--- config.mk ---
export PLATFORM = sky130hd
export DESIGN_NAME = mlp_backprop_train_predict
export DESIGN_NICKNAME = d
export VERILOG_FILES = /design/src/design/mbp_pkg.sv /design/src/design/mlp_backprop_train_predict.sv /design/src/design/mbp_datapath.sv /design/src/design/mbp_ctrl.sv
export SDC_FILE = /design/constraint.sdc
export NUM_CORES = 2
export LEC_CHECK = 0
export ABC_AREA = 0
export BUFFER_PORTS_ARGS = -buffer_cell sky130_fd_sc_hd__buf_2
export CAP_MARGIN = 20
export CORE_MARGIN = 2
export CORE_UTILIZATION = 50
export DETAILED_ROUTE_END_ITERATION = 10
export PLACE_DENSITY = 0.73
export SKIP_CTS_REPAIR_TIMING = 1
export SYNTH_ARGS = -nofsm -noshare
export SYNTH_HDL_FRONTEND = slang
export SYNTH_SLANG_ARGS = --single-unit
--- constraint.sdc ---
create_clock -name clk -period 19.2 [get_ports clk]
set_clock_uncertainty 0.2 [all_clocks]
set_input_delay 2.88 -clock clk [delete_from_list [all_inputs] [get_ports clk]]
set_output_delay 2.88 -clock clk [all_outputs]
set_load 0.005 [all_outputs]
--- src/design/mbp_pkg.sv ---
// Package for the two-layer perceptron trainer/predictor.
// Holds item structs, sizes, controller command struct and Q4.12 helpers.
package mbp_pkg;

  localparam int unsigned N_IN  = 2;
  localparam int unsigned N_HID = 3;
  localparam int unsigned N_OUT = 3;
  localparam int unsigned W1_N  = (N_IN + 1) * N_HID;
  localparam int unsigned W2_N  = (N_HID + 1) * N_OUT;
  localparam int unsigned W_N   = W1_N + W2_N;
  localparam logic signed [15:0] ONE_Q = 16'sd4096;

  localparam logic [1:0] KIND_WRITE   = 2'd0;
  localparam logic [1:0] KIND_TRAIN   = 2'd1;
  localparam logic [1:0] KIND_PREDICT = 2'd2;
  localparam logic [1:0] KIND_SPARE   = 2'd3;

  // Accumulator operand selects.
  localparam logic [1:0] ACC_CLEAR = 2'd0;
  localparam logic [1:0] ACC_ADD   = 2'd1;
  localparam logic [1:0] ACC_HOLD  = 2'd2;

  typedef struct packed {
    logic [1:0]         kind;
    logic [4:0]         weight_index;
    logic signed [15:0] weight_value;
    logic signed [15:0] feature;
    logic [3:0]         label;
    logic               last;
  } in_item_t;

  typedef struct packed {
    logic [3:0] predicted_class;
    logic       from_training;
  } out_item_t;

  // Datapath operation codes.
  localparam logic [3:0] OP_NOP     = 4'd0;
  localparam logic [3:0] OP_HMAC    = 4'd1;  // hidden sum += w1*x
  localparam logic [3:0] OP_HEND    = 4'd2;  // store hidden sum and sigmoid
  localparam logic [3:0] OP_OMAC    = 4'd3;  // output sum += w2*h
  localparam logic [3:0] OP_OEND    = 4'd4;  // store output, track argmax
  localparam logic [3:0] OP_OERR    = 4'd5;  // output error
  localparam logic [3:0] OP_W2UPD   = 4'd6;  // update one output weight
  localparam logic [3:0] OP_BMAC    = 4'd7;  // back sum += w2*e
  localparam logic [3:0] OP_BEND    = 4'd8;  // hidden error
  localparam logic [3:0] OP_W1UPD   = 4'd9;  // update one hidden weight

  typedef struct packed {
    logic [3:0] op;
    logic [1:0] i;   // outer index
    logic [1:0] j;   // inner index
    logic [3:0] label;
  } dp_cmd_t;

  function automatic logic signed [15:0] sat16(input logic signed [33:0] v);
    if (v > 34'sd32767) return 16'sd32767;
    if (v < -34'sd32768) return -16'sd32768;
    return v[15:0];
  endfunction

  function automatic logic signed [15:0] qround(input logic signed [31:0] p);
    logic signed [31:0] q;
    q = p + 32'sd2048;
    return sat16({{14{q[31]}}, q[31:12]});
  endfunction

  function automatic logic signed [15:0] qadd(input logic signed [15:0] a,
                                              input logic signed [15:0] b);
    return sat16(34'(a) + 34'(b));
  endfunction

  function automatic logic signed [15:0] qsub(input logic signed [15:0] a,
                                              input logic signed [15:0] b);
    return sat16(34'(a) - 34'(b));
  endfunction

  function automatic logic signed [15:0] sigmoid_q(input logic signed [15:0] x);
    logic [16:0] a;
    logic [16:0] y;
    a = x[15] ? 17'(-$signed({x[15], x})) : {1'b0, x};
    if (a >= 17'd20480)     y = 17'd4096;
    else if (a >= 17'd9728) y = (a >> 5) + 17'd3456;
    else if (a >= 17'd4096) y = (a >> 3) + 17'd2560;
    else                    y = (a >> 2) + 17'd2048;
    return x[15] ? 16'(17'd4096 - y) : y[15:0];
  endfunction

endpackage

--- src/design/mlp_backprop_train_predict.sv ---
// Two-layer perceptron, backpropagation training and prediction, Q4.12.
// Weight writes and non-last features are accepted while idle. A last feature
// blocks the input while the prediction or training sequence runs on one shared
// multiplier; its result then waits in an output register, and later items go on
// while it waits. Synchronous active-low reset clears control and sets
// learning_rate to 410; weight stores are undefined until written.
module mlp_backprop_train_predict (
  input  logic                clk,
  input  logic                rst_n,
  input  logic                in_valid,
  output logic                in_ready,
  input  mbp_pkg::in_item_t   in_data,
  output logic                out_valid,
  input  logic                out_ready,
  output mbp_pkg::out_item_t  out_data,
  input  logic                cfg_valid,
  output logic                cfg_ready,
  input  logic [11:0]         cfg_data
);
  import mbp_pkg::*;

  logic [11:0] eta_r;
  logic [1:0]  cnt_r, cnt_nxt;
  logic        ov_r;
  out_item_t   od_r;
  logic        tr_r;
  logic        start_r;
  logic [3:0]  lab_r;
  logic        acc, start, feat_en, busy, done, mul2, hold;
  dp_cmd_t     cmd;
  logic [3:0]  best;

  assign in_ready  = !busy && !start_r;
  assign cfg_ready = !busy && !start_r;
  assign hold      = ov_r && !out_ready;

  assign acc   = in_valid && in_ready;
  assign start = acc && in_data.last &&
                 (in_data.kind == KIND_TRAIN || in_data.kind == KIND_PREDICT);
  assign feat_en = acc && (in_data.kind == KIND_TRAIN || in_data.kind == KIND_PREDICT)
                   && cnt_r < 2'(N_IN);

  always_comb begin
    cnt_nxt = cnt_r;
    if (feat_en) cnt_nxt = cnt_r + 2'd1;
    if (start) cnt_nxt = '0;
  end

  always_ff @(posedge clk) begin
    if (!rst_n) begin
      eta_r <= 12'd410; cnt_r <= '0; ov_r <= 1'b0; start_r <= 1'b0; tr_r <= 1'b0;
    end else begin
      if (cfg_valid && cfg_ready) eta_r <= cfg_data;
      cnt_r <= cnt_nxt;
      start_r <= start;
      if (start) tr_r <= in_data.kind == KIND_TRAIN;
      if (done) ov_r <= 1'b1;
      else if (out_ready) ov_r <= 1'b0;
    end
  end

  always_ff @(posedge clk) begin
    if (done) begin
      od_r.predicted_class <= best;
      od_r.from_training <= tr_r;
    end
  end

  always_ff @(posedge clk) if (start) lab_r <= in_data.label;

  mbp_ctrl u_ctrl (
    .clk, .rst_n,
    .start(start_r), .train(tr_r), .label(lab_r), .hold,
    .cmd, .mul2, .busy, .done
  );

  mbp_datapath u_dp (
    .clk, .rst_n,
    .wr_en(acc && in_data.kind == KIND_WRITE),
    .wr_idx(in_data.weight_index),
    .wr_val(in_data.weight_value),
    .feat_en, .feat_idx(cnt_r), .feat_val(in_data.feature),
    .eta(eta_r), .cmd, .mul2, .best
  );

  assign out_valid = ov_r;
  assign out_data  = od_r;

endmodule

--- src/design/mbp_datapath.sv ---
// Datapath: weight and activation stores, one shared Q4.12 multiplier.
// Depends on mbp_pkg. Products feed accumulate/update combinationally; the first product of a chain is registered.
module mbp_datapath (
  input  logic                clk,
  input  logic                rst_n,
  input  logic                wr_en,
  input  logic [4:0]          wr_idx,
  input  logic signed [15:0]  wr_val,
  input  logic                feat_en,
  input  logic [1:0]          feat_idx,
  input  logic signed [15:0]  feat_val,
  input  logic [11:0]         eta,
  input  mbp_pkg::dp_cmd_t    cmd,
  input  logic                mul2,     // second multiply of a chained product
  output logic [3:0]          best
);
  import mbp_pkg::*;

  logic signed [15:0] w1_r [W1_N];
  logic signed [15:0] w2_r [W2_N];
  logic signed [15:0] x_r  [N_IN + 1];
  logic signed [15:0] hs_r [N_HID];
  logic signed [15:0] h_r  [N_HID + 1];
  logic signed [15:0] o_r  [N_OUT];
  logic signed [15:0] oe_r [N_OUT];
  logic signed [15:0] he_r [N_HID];
  logic signed [15:0] acc_r, acc_nxt;
  logic signed [15:0] t_r;          // first product of a chain
  logic [3:0]         best_r, best_nxt;

  logic signed [15:0] ma, mb, prod, sg;
  logic signed [31:0] raw;
  logic [3:0]         w1i, w2i, w2o, w1u;

  assign w1i = 4'(cmd.j) * 4'(N_HID) + 4'(cmd.i);
  assign w2i = 4'(cmd.i) * 4'(N_OUT) + 4'(cmd.j);
  assign w2o = 4'(cmd.j) * 4'(N_OUT) + 4'(cmd.i);
  assign w1u = 4'(cmd.i) * 4'(N_HID) + 4'(cmd.j);
  assign sg  = sigmoid_q(hs_r[cmd.i]);

  always_comb begin
    ma = '0;
    mb = '0;
    unique case (cmd.op)
      OP_HMAC: begin ma = w1_r[w1i]; mb = x_r[cmd.j]; end
      OP_OMAC: begin ma = w2_r[w2o]; mb = h_r[cmd.j]; end
      OP_W2UPD: begin
        if (!mul2) begin ma = {4'd0, eta}; mb = oe_r[cmd.j]; end
        else begin ma = t_r; mb = h_r[cmd.i]; end
      end
      OP_BMAC: begin ma = w2_r[w2i]; mb = oe_r[cmd.j]; end
      OP_BEND: begin
        if (!mul2) begin ma = sg; mb = ONE_Q - sg; end
        else begin ma = acc_r; mb = t_r; end
      end
      OP_W1UPD: begin
        if (!mul2) begin ma = {4'd0, eta}; mb = he_r[cmd.j]; end
        else begin ma = t_r; mb = x_r[cmd.i]; end
      end
      default: ;
    endcase
  end

  assign raw  = ma * mb;
  assign prod = qround(raw);

  always_comb begin
    acc_nxt  = acc_r;
    best_nxt = best_r;
    unique case (cmd.op)
      OP_HMAC, OP_OMAC, OP_BMAC: acc_nxt = qadd(acc_r, prod);
      OP_HEND, OP_OEND, OP_BEND: if (mul2 || cmd.op != OP_BEND) acc_nxt = '0;
      default: ;
    endcase
    if (cmd.op == OP_OEND) begin
      if (cmd.i == 2'd0 || acc_r > o_r[best_r[1:0]]) best_nxt = 4'(cmd.i);
    end
  end

  always_ff @(posedge clk) begin
    if (!rst_n) begin
      acc_r  <= '0;
      best_r <= '0;
    end else begin
      acc_r  <= acc_nxt;
      best_r <= best_nxt;
    end
  end

  always_ff @(posedge clk) begin
    t_r <= prod;
    if (wr_en) begin
      if (wr_idx < 5'(W1_N)) w1_r[wr_idx[3:0]] <= wr_val;
      else if (wr_idx < 5'(W_N)) w2_r[4'(wr_idx - 5'(W1_N))] <= wr_val;
    end
    if (feat_en) x_r[feat_idx] <= feat_val;
    x_r[N_IN] <= ONE_Q;
    h_r[N_HID] <= ONE_Q;
    unique case (cmd.op)
      OP_HEND: begin hs_r[cmd.i] <= acc_r; h_r[cmd.i] <= sigmoid_q(acc_r); end
      OP_OEND: o_r[cmd.i] <= acc_r;
      OP_OERR: oe_r[cmd.i] <= qsub(o_r[cmd.i], 4'(cmd.i) == cmd.label ? ONE_Q : 16'sd0);
      OP_W2UPD: if (mul2) w2_r[w2i] <= qsub(w2_r[w2i], prod);
      OP_BEND: if (mul2) he_r[cmd.i] <= prod;
      OP_W1UPD: if (mul2) w1_r[w1u] <= qsub(w1_r[w1u], prod);
      default: ;
    endcase
  end

  assign best = best_r;

endmodule

--- src/design/mbp_ctrl.sv ---
// Controller: sequences forward pass, argmax and backpropagation steps.
// Depends on mbp_pkg; drives mbp_datapath through dp_cmd_t.
module mbp_ctrl (
  input  logic              clk,
  input  logic              rst_n,
  input  logic              start,
  input  logic              train,
  input  logic [3:0]        label,
  input  logic              hold,
  output mbp_pkg::dp_cmd_t  cmd,
  output logic              mul2,
  output logic              busy,
  output logic              done
);
  import mbp_pkg::*;

  localparam logic [3:0] S_IDLE = 4'd0;
  localparam logic [3:0] S_HMAC = 4'd1;
  localparam logic [3:0] S_HEND = 4'd2;
  localparam logic [3:0] S_OMAC = 4'd3;
  localparam logic [3:0] S_OEND = 4'd4;
  localparam logic [3:0] S_OERR = 4'd5;
  localparam logic [3:0] S_W2   = 4'd6;
  localparam logic [3:0] S_BMAC = 4'd7;
  localparam logic [3:0] S_BEND = 4'd8;
  localparam logic [3:0] S_W1   = 4'd9;
  localparam logic [3:0] S_DONE = 4'd10;

  logic [3:0] st_r, st_nxt;
  logic [1:0] i_r, i_nxt, j_r, j_nxt;
  logic       ph_r, ph_nxt, tr_r, tr_nxt;
  logic [3:0] lab_r, lab_nxt;

  always_comb begin
    st_nxt = st_r; i_nxt = i_r; j_nxt = j_r; ph_nxt = 1'b0;
    tr_nxt = tr_r; lab_nxt = lab_r;
    unique case (st_r)
      S_IDLE: if (start) begin
        st_nxt = S_HMAC; i_nxt = '0; j_nxt = '0; tr_nxt = train; lab_nxt = label;
      end
      S_HMAC: if (j_r == 2'(N_IN)) st_nxt = S_HEND; else j_nxt = j_r + 2'd1;
      S_HEND: begin
        j_nxt = '0;
        if (i_r == 2'(N_HID - 1)) begin i_nxt = '0; st_nxt = S_OMAC; end
        else begin i_nxt = i_r + 2'd1; st_nxt = S_HMAC; end
      end
      S_OMAC: if (j_r == 2'(N_HID)) st_nxt = S_OEND; else j_nxt = j_r + 2'd1;
      S_OEND: begin
        j_nxt = '0;
        if (i_r == 2'(N_OUT - 1)) begin
          i_nxt = '0; st_nxt = tr_r ? S_OERR : S_DONE;
        end else begin i_nxt = i_r + 2'd1; st_nxt = S_OMAC; end
      end
      S_OERR: if (i_r == 2'(N_OUT - 1)) begin i_nxt = '0; st_nxt = S_W2; end
              else i_nxt = i_r + 2'd1;
      S_W2: begin
        ph_nxt = !ph_r;
        if (ph_r) begin
          if (j_r == 2'(N_OUT - 1)) begin
            j_nxt = '0;
            if (i_r == 2'(N_HID)) begin i_nxt = '0; st_nxt = S_BMAC; end
            else i_nxt = i_r + 2'd1;
          end else j_nxt = j_r + 2'd1;
        end
      end
      S_BMAC: if (j_r == 2'(N_OUT - 1)) st_nxt = S_BEND; else j_nxt = j_r + 2'd1;
      S_BEND: begin
        ph_nxt = !ph_r;
        if (ph_r) begin
          j_nxt = '0;
          if (i_r == 2'(N_HID - 1)) begin i_nxt = '0; st_nxt = S_W1; end
          else begin i_nxt = i_r + 2'd1; st_nxt = S_BMAC; end
        end
      end
      S_W1: begin
        ph_nxt = !ph_r;
        if (ph_r) begin
          if (j_r == 2'(N_HID - 1)) begin
            j_nxt = '0;
            if (i_r == 2'(N_IN)) st_nxt = S_DONE;
            else i_nxt = i_r + 2'd1;
          end else j_nxt = j_r + 2'd1;
        end
      end
      S_DONE: if (!hold) st_nxt = S_IDLE;
      default: st_nxt = S_IDLE;
    endcase
  end

  always_ff @(posedge clk) begin
    if (!rst_n) begin
      st_r <= S_IDLE; i_r <= '0; j_r <= '0; ph_r <= 1'b0; tr_r <= 1'b0; lab_r <= '0;
    end else begin
      st_r <= st_nxt; i_r <= i_nxt; j_r <= j_nxt; ph_r <= ph_nxt;
      tr_r <= tr_nxt; lab_r <= lab_nxt;
    end
  end

  always_comb begin
    cmd.i = i_r; cmd.j = j_r; cmd.label = lab_r;
    unique case (st_r)
      S_HMAC: cmd.op = OP_HMAC;
      S_HEND: cmd.op = OP_HEND;
      S_OMAC: cmd.op = OP_OMAC;
      S_OEND: cmd.op = OP_OEND;
      S_OERR: cmd.op = OP_OERR;
      S_W2:   cmd.op = OP_W2UPD;
      S_BMAC: cmd.op = OP_BMAC;
      S_BEND: cmd.op = OP_BEND;
      S_W1:   cmd.op = OP_W1UPD;
      default: cmd.op = OP_NOP;
    endcase
  end

  assign mul2 = ph_r;
  assign busy = st_r != S_IDLE;
  assign done = st_r == S_DONE && !hold;

endmodule
======== Word level (Yosys, flattened, before mapping) ========
Memory sizes are Yosys's and may differ from the RTL's. A register that Yosys moved wholly into a read port is not among the register bits.
Index checks and enable logic that the tools add are counted.
operators by class
  muxes and demuxes ....................... 151
  eq/ne operators ......................... 45
  add/subtract/negate cells ............... 22
  reduce and logical (&&, ||, !) cells .... 42
  $mul .................................... 3
  bitwise operators ....................... 1
  magnitude comparators ................... 20
operators by type and width
  operator                  number
  $mux W16                  40
  $gt A34 B16 Y1 const B    4
  $lt A34 B16 Y1 const B    4
  $pmux W16 S6              1
  $pmux W16 S5              1
  $mux W4                   18
  $mux W2                   33
  $mux W1                   51
  $pmux W4 S11              1
  $ge A17 B13 Y1 const B    2
  $ge A17 B14 Y1 const B    2
  $ge A17 B15 Y1 const B    2
  $mux W17                  2
  $neg A16 Y17              2
  $sub A16 B16 Y17          2
  $add A15 B12 Y16 const B  2
  $add A32 B13 Y32 const B  1
  $eq A4 B3 Y1 const B      8
  $mul A16 B16 Y32          1
  $pmux W16 S2              1
  $sub A13 B16 Y16 const A  2
  $add A14 B12 Y15 const B  2
  $add A12 B12 Y13 const B  2
  $ne A2 B1 Y1 const B      13
  other kinds (40)          87
storage, ports and cells
  register bits after elaboration ......... 72
  memory bits (writable) .................. 640
  input bits .............................. 61
  ROM bits ................................ 64
  memories kept ........................... 9
  word-level logic and storage cells ...... 310
memories
  name              depth  bits a word  read ports  clocked after memory_dff  wr ports  RTL line            source
  u_dp.w2_r         12     16           2           0                         2         mbp_datapath.sv:20  logic signed [15:0] w2_r [W2_N];
  u_dp.w1_r         9      16           2           0                         2         mbp_datapath.sv:19  logic signed [15:0] w1_r [W1_N];
  (name not given)  16     4            1           1                         0         mbp_ctrl.sv:101     unique case (st_r)
  u_dp.h_r          4      16           2           2                         2         mbp_datapath.sv:23  logic signed [15:0] h_r [N_HID + 1];
  u_dp.he_r         3      16           1           1                         1         mbp_datapath.sv:26  logic signed [15:0] he_r [N_HID];
  u_dp.hs_r         3      16           1           1                         1         mbp_datapath.sv:22  logic signed [15:0] hs_r [N_HID];
  3 more memories   -      -            -           -                         -         -

======== Longest topological paths before layout ========
  depth in word-level cells ............... 30
  depth in mapped cells ................... 85
  mapped depth without buffers ............ 78

======== Cells and area by module ========
From an unflattened synthesis, not the netlist that was laid out.
unflattened totals
  cell total of the unflattened synthesis .. 4899
  area, all modules ....................... 52088.7 µm²
modules (own cells, without submodules)
  module                      cells an instance  area each (µm²)  times used
  mbp_datapath                4647               49770.2          1
  mbp_ctrl                    162                1326.3           1
  mlp_backprop_train_predict  90                 992.2            1

======== Worst setup path after synthesis ========
Ideal clock, no wire load.
  path type ............................... flip-flop to flip-flop
  start point ............................. register with a tool-made name
  end point ............................... memory u_dp.w1_r[1][10], data pin
  path buffers ............................ 9
  required time ........................... 18.728 ns
  clock period less this slack ............ 17.599 ns
  setup time .............................. 0.272 ns
  stages on the path, launching flop included .. 82
  slack ................................... 1.601 ns
  arrival ................................. 17.127 ns
  cell sequence ........................... dfxtp_1 > buf_2 > buf_4 > mux2i_1 > ha_1 > o211a_1 > nand4_1 > o31a_1 > xnor2_4 > inv_2 > ha_1 > nand2_1 > nor2_1 > or4b_1 > nor4_1 > or2_2 > buf_1 > nor2_1 > (+46 left out) > a21oi_1 > o21ai_0 > a21oi_1 > o21bai_1 > a21oi_1 > o21bai_1 > a21oi_1 > o21bai_1 > a21oi_1 > nor2b_1 > nor3_1 > mux2i_1 > clkbuf_1 > or2_2 > clkbuf_1 > clkbuf_1 > o21ai_1 > o21ai_0
RTL lines
  item              RTL line
  end: declaration  mbp_datapath.sv:19

==> impl_metrics.yaml <==
finish:
  nets: 5314
  most-common-layout-cells: "edfxtp_1, nand2_1, inv_1"
  drive_gt1_share_pct: 16.58
  area_delta_synth_final_pct: 9.299
  layout_commonest_cell: "edfxtp_1"
  layout.core_utilization_pct: 55.08
clock_network:
  worst_skew_pair.late_latency_ns: 0.66
  tritoncts: "done"
  worst_setup_hold_path_clk_slew_ns: 0.07
  cts-buffers-inserted: 76
  max-clock-path-buffers: 3
  cts-root-buf: "clkbuf_16"
  cts-htree-levels: 3
  tritoncts_num_sinks: 706
setup_path:
  crit_required_ns: 19.36
  timing.critical_path.slowest_stage_cell: "or4_1"
  worst-endpoint-arrival_ns: 18.46
  crit-reg2reg-capture: "u_dp.w1_r[3][2]"
  worst_path_largest_cell_delay_ns: 0.63
  rr_worst_depth: 74
  critical_path.startpoint_type: "flip-flop"
  timing.critical_path.to_type: "flip-flop"
  worstSetupPathType: "flip-flop to flip-flop"
  crit_fanout: 16
  dominant_cell_type_by_count_on_the_critical_path: "a21oi_1"
  regToRegSetupSlack_ns: 0.90
floorplan:
  start_util_pct: 50.40
  fp.dieW_um: 326.8
  die_height_um: 326.8
  floorplan.core_area_um2: 103300
  num_rows: 118
  io_pins: 69
  dieArea_um2: 106800
yosys:
  synth.lib_cells_used.distinct: 109
  yosys.area.top_type_share_pct: 35.46
  synth.yosys.warnings: 0
  yosys.area.top_type: "edfxtp_1"
  dominant_synthesized_flop_cell: "edfxtp_1"
  synth-edff-count: 615
  synth_top_cells_by_area: "edfxtp_1, fa_1, mux4_2"
  avgSynthCellArea_um2: 10.76
  synth_area_um2: 52090
  synth.yosys.seq_area_share_pct: 38.95
  post_synth_arst_share_pct: 0
  post_synth_inst_count: 4840
  synth-seq-cells: 706
run_status:
  outcome: "finished clean"
drt:
  drcViolationCount: 0
  detail-route-antenna-nets: 0
  drt_wl_total_um: 160600
  drt-wirelength-per-cell_um: 25.67
  detailroute.via_count: 39850
  detail_route.iter0.violations: 5207
  post_drt_via_cell_ratio: 6.367
  drt_pass_1_iters: 7
sta:
  finalHoldViolations: 0
  setup_viol_count_final: 0
  final-max-slew-violation-count: 0
  finalWorstSetupSlack_ns: 0.8970
  fmax_mhz: 54.64
  max_slew_margin_pct: 22.86
  worst_tran_pin_value_ns: 1.154
  time_the_final_worst_path_needs_with_i_o_delays_and_setup_ns: 18.30
  setup_total_negative_slack_ns: 0
  timing.hold.ws_ns: 0.2625
  final_clock_period_utilization_by_the_worst_path_pct: 95.33
global_route:
  first_global_vias: 38430
  grt_remaining_overflow: 0
  grt_antenna_before_repair: 8
  grt_max_degree: 84
  gr-usage-all-layers_pct: 29.80
  first_pass_grt_wire_length_um: 240100
min_path:
  hold_start: "u_dp.best[1]"
  worst_hold_path.endpoint: "out_data[2]"
  min_delay_path_depth: 0
  min_path_type: "flip-flop to flip-flop"
placed_design:
  detailedPlacementHpwl_um: 115900
  place_worst_setup_slack_ns: 0.4749
  gp_routability_congestion: 0.9953
  buffer_ports.inserted: 66
flow_run:
  cap_violations: 0
## flip-flops by register name (all words and copies together), names as in the netlist, 4 cells and up, named ones only
register / cells
eta_r: 12
u_ctrl.cmd: 4
u_dp.oe_r: 48
u_ctrl.st_r: 4
u_ctrl.lab_r: 4
u_dp.o_r: 48
u_dp.h_r: 64
u_dp.t_r: 16
u_dp.acc_r: 16
u_dp.he_r: 48
u_dp.hs_r: 48
u_dp.x_r: 32
u_dp.w1_r: 144
lab_r: 4
u_dp.w2_r: 192
## synth_stat cells, drive strengths merged, types with 18 or more instances
master  count
a211oi     29
a21o       55
a21oi     234
a221oi     36
a22o       19
a22oi      25
a31oi      28
and2       43
and3       27
buf        69
clkbuf    258
dfxtp      91
edfxtp    615
fa        270
ha        174
inv       405
mux2      149
mux2i     185
mux4      182
nand2     560
nand2b     58
nand3      55
nand4      21
nor2      309
nor2b      62
nor3       38
o211ai     28
o21a       18
o21ai     365
o22ai      29
or2        18
xnor2      88
xor2       54
## worst max-delay path by stage
stage,endpoint,startpoint,slack (ns),cells after the start
floorplan,u_dp.w1_r[1][10],flip-flop,1.60,81
global placement,u_dp.w1_r[3][7],flip-flop,0.94,74
detailed placement,u_dp.w1_r[5][7],flip-flop,0.47,72
CTS,u_dp.w1_r[5][7],flip-flop,0.27,71
global route,u_dp.w1_r[3][2],flip-flop,-0.06,73
finish,u_dp.w1_r[3][2],flip-flop,0.90,74
## critical path, delay by kind of cell, from the launching register on
family / cells / cell delay (ns)
xor gates and xnor gates: 3 / 0.69
muxes: 3 / 0.88
AOI/OAI and AO/OA: 30 / 6.45
DFF: 1 / 0.37
buffers and inverters: 6 / 0.75
and+or+nand+nor: 22 / 4.29
adders and majority gates: 10 / 4.36
## cells by family after synthesis
kind of cell | Yosys count | share of synthesized area [%]
buf+inv | 735 | 5.458
simple gates | 1258 | 10.94
flops | 706 | 38.95
mux | 516 | 14.78
other cells | 1 | 0.007200
xor+xnor | 142 | 2.481
compound gates | 1028 | 12.62
fa+ha+maj | 454 | 14.75
## per-stage QoR
| stage | area [um^2] | std cells |
|---|---|---|
| floorplan | 52090 | 4841 |
| global placement | 54110 | 6102 |
| detailed placement | 54110 | 6102 |
| CTS | 56610 | 6243 |
| global route | 56920 | 6254 |
| finish | 56930 | 6258 |
## layout make-up
| class | instances | area, um^2 |
|---|---|---|
| repair buffers | 217 | 1520 |
| clock buffers | 93 | 1976 |
| diodes | 6 | 15.01 |
| inverters | 408 | 1535 |
| well taps | 1380 | 1727 |
| flip-flops and latches | 706 | 20300 |
| multi-input cells | 3400 | 29330 |
| clock inverters | 48 | 519.2 |
| fillers | 8813 | 46420 |
## metal layers
layer	routed length [um]	share of wire [%]	GRT usage [%]	vias up
li1	-	-	-	17360
met1	61290	38	40.18	19730
met2	74390	46	46.96	2364
met3	17860	11	6.182	396
met4	7103	4.4	12.60	0
met5	0	0	0	-
Power is left out: the tool's default activity adds up to more than one toggle a clock period on the data nets, which glitch-free logic cannot reach.
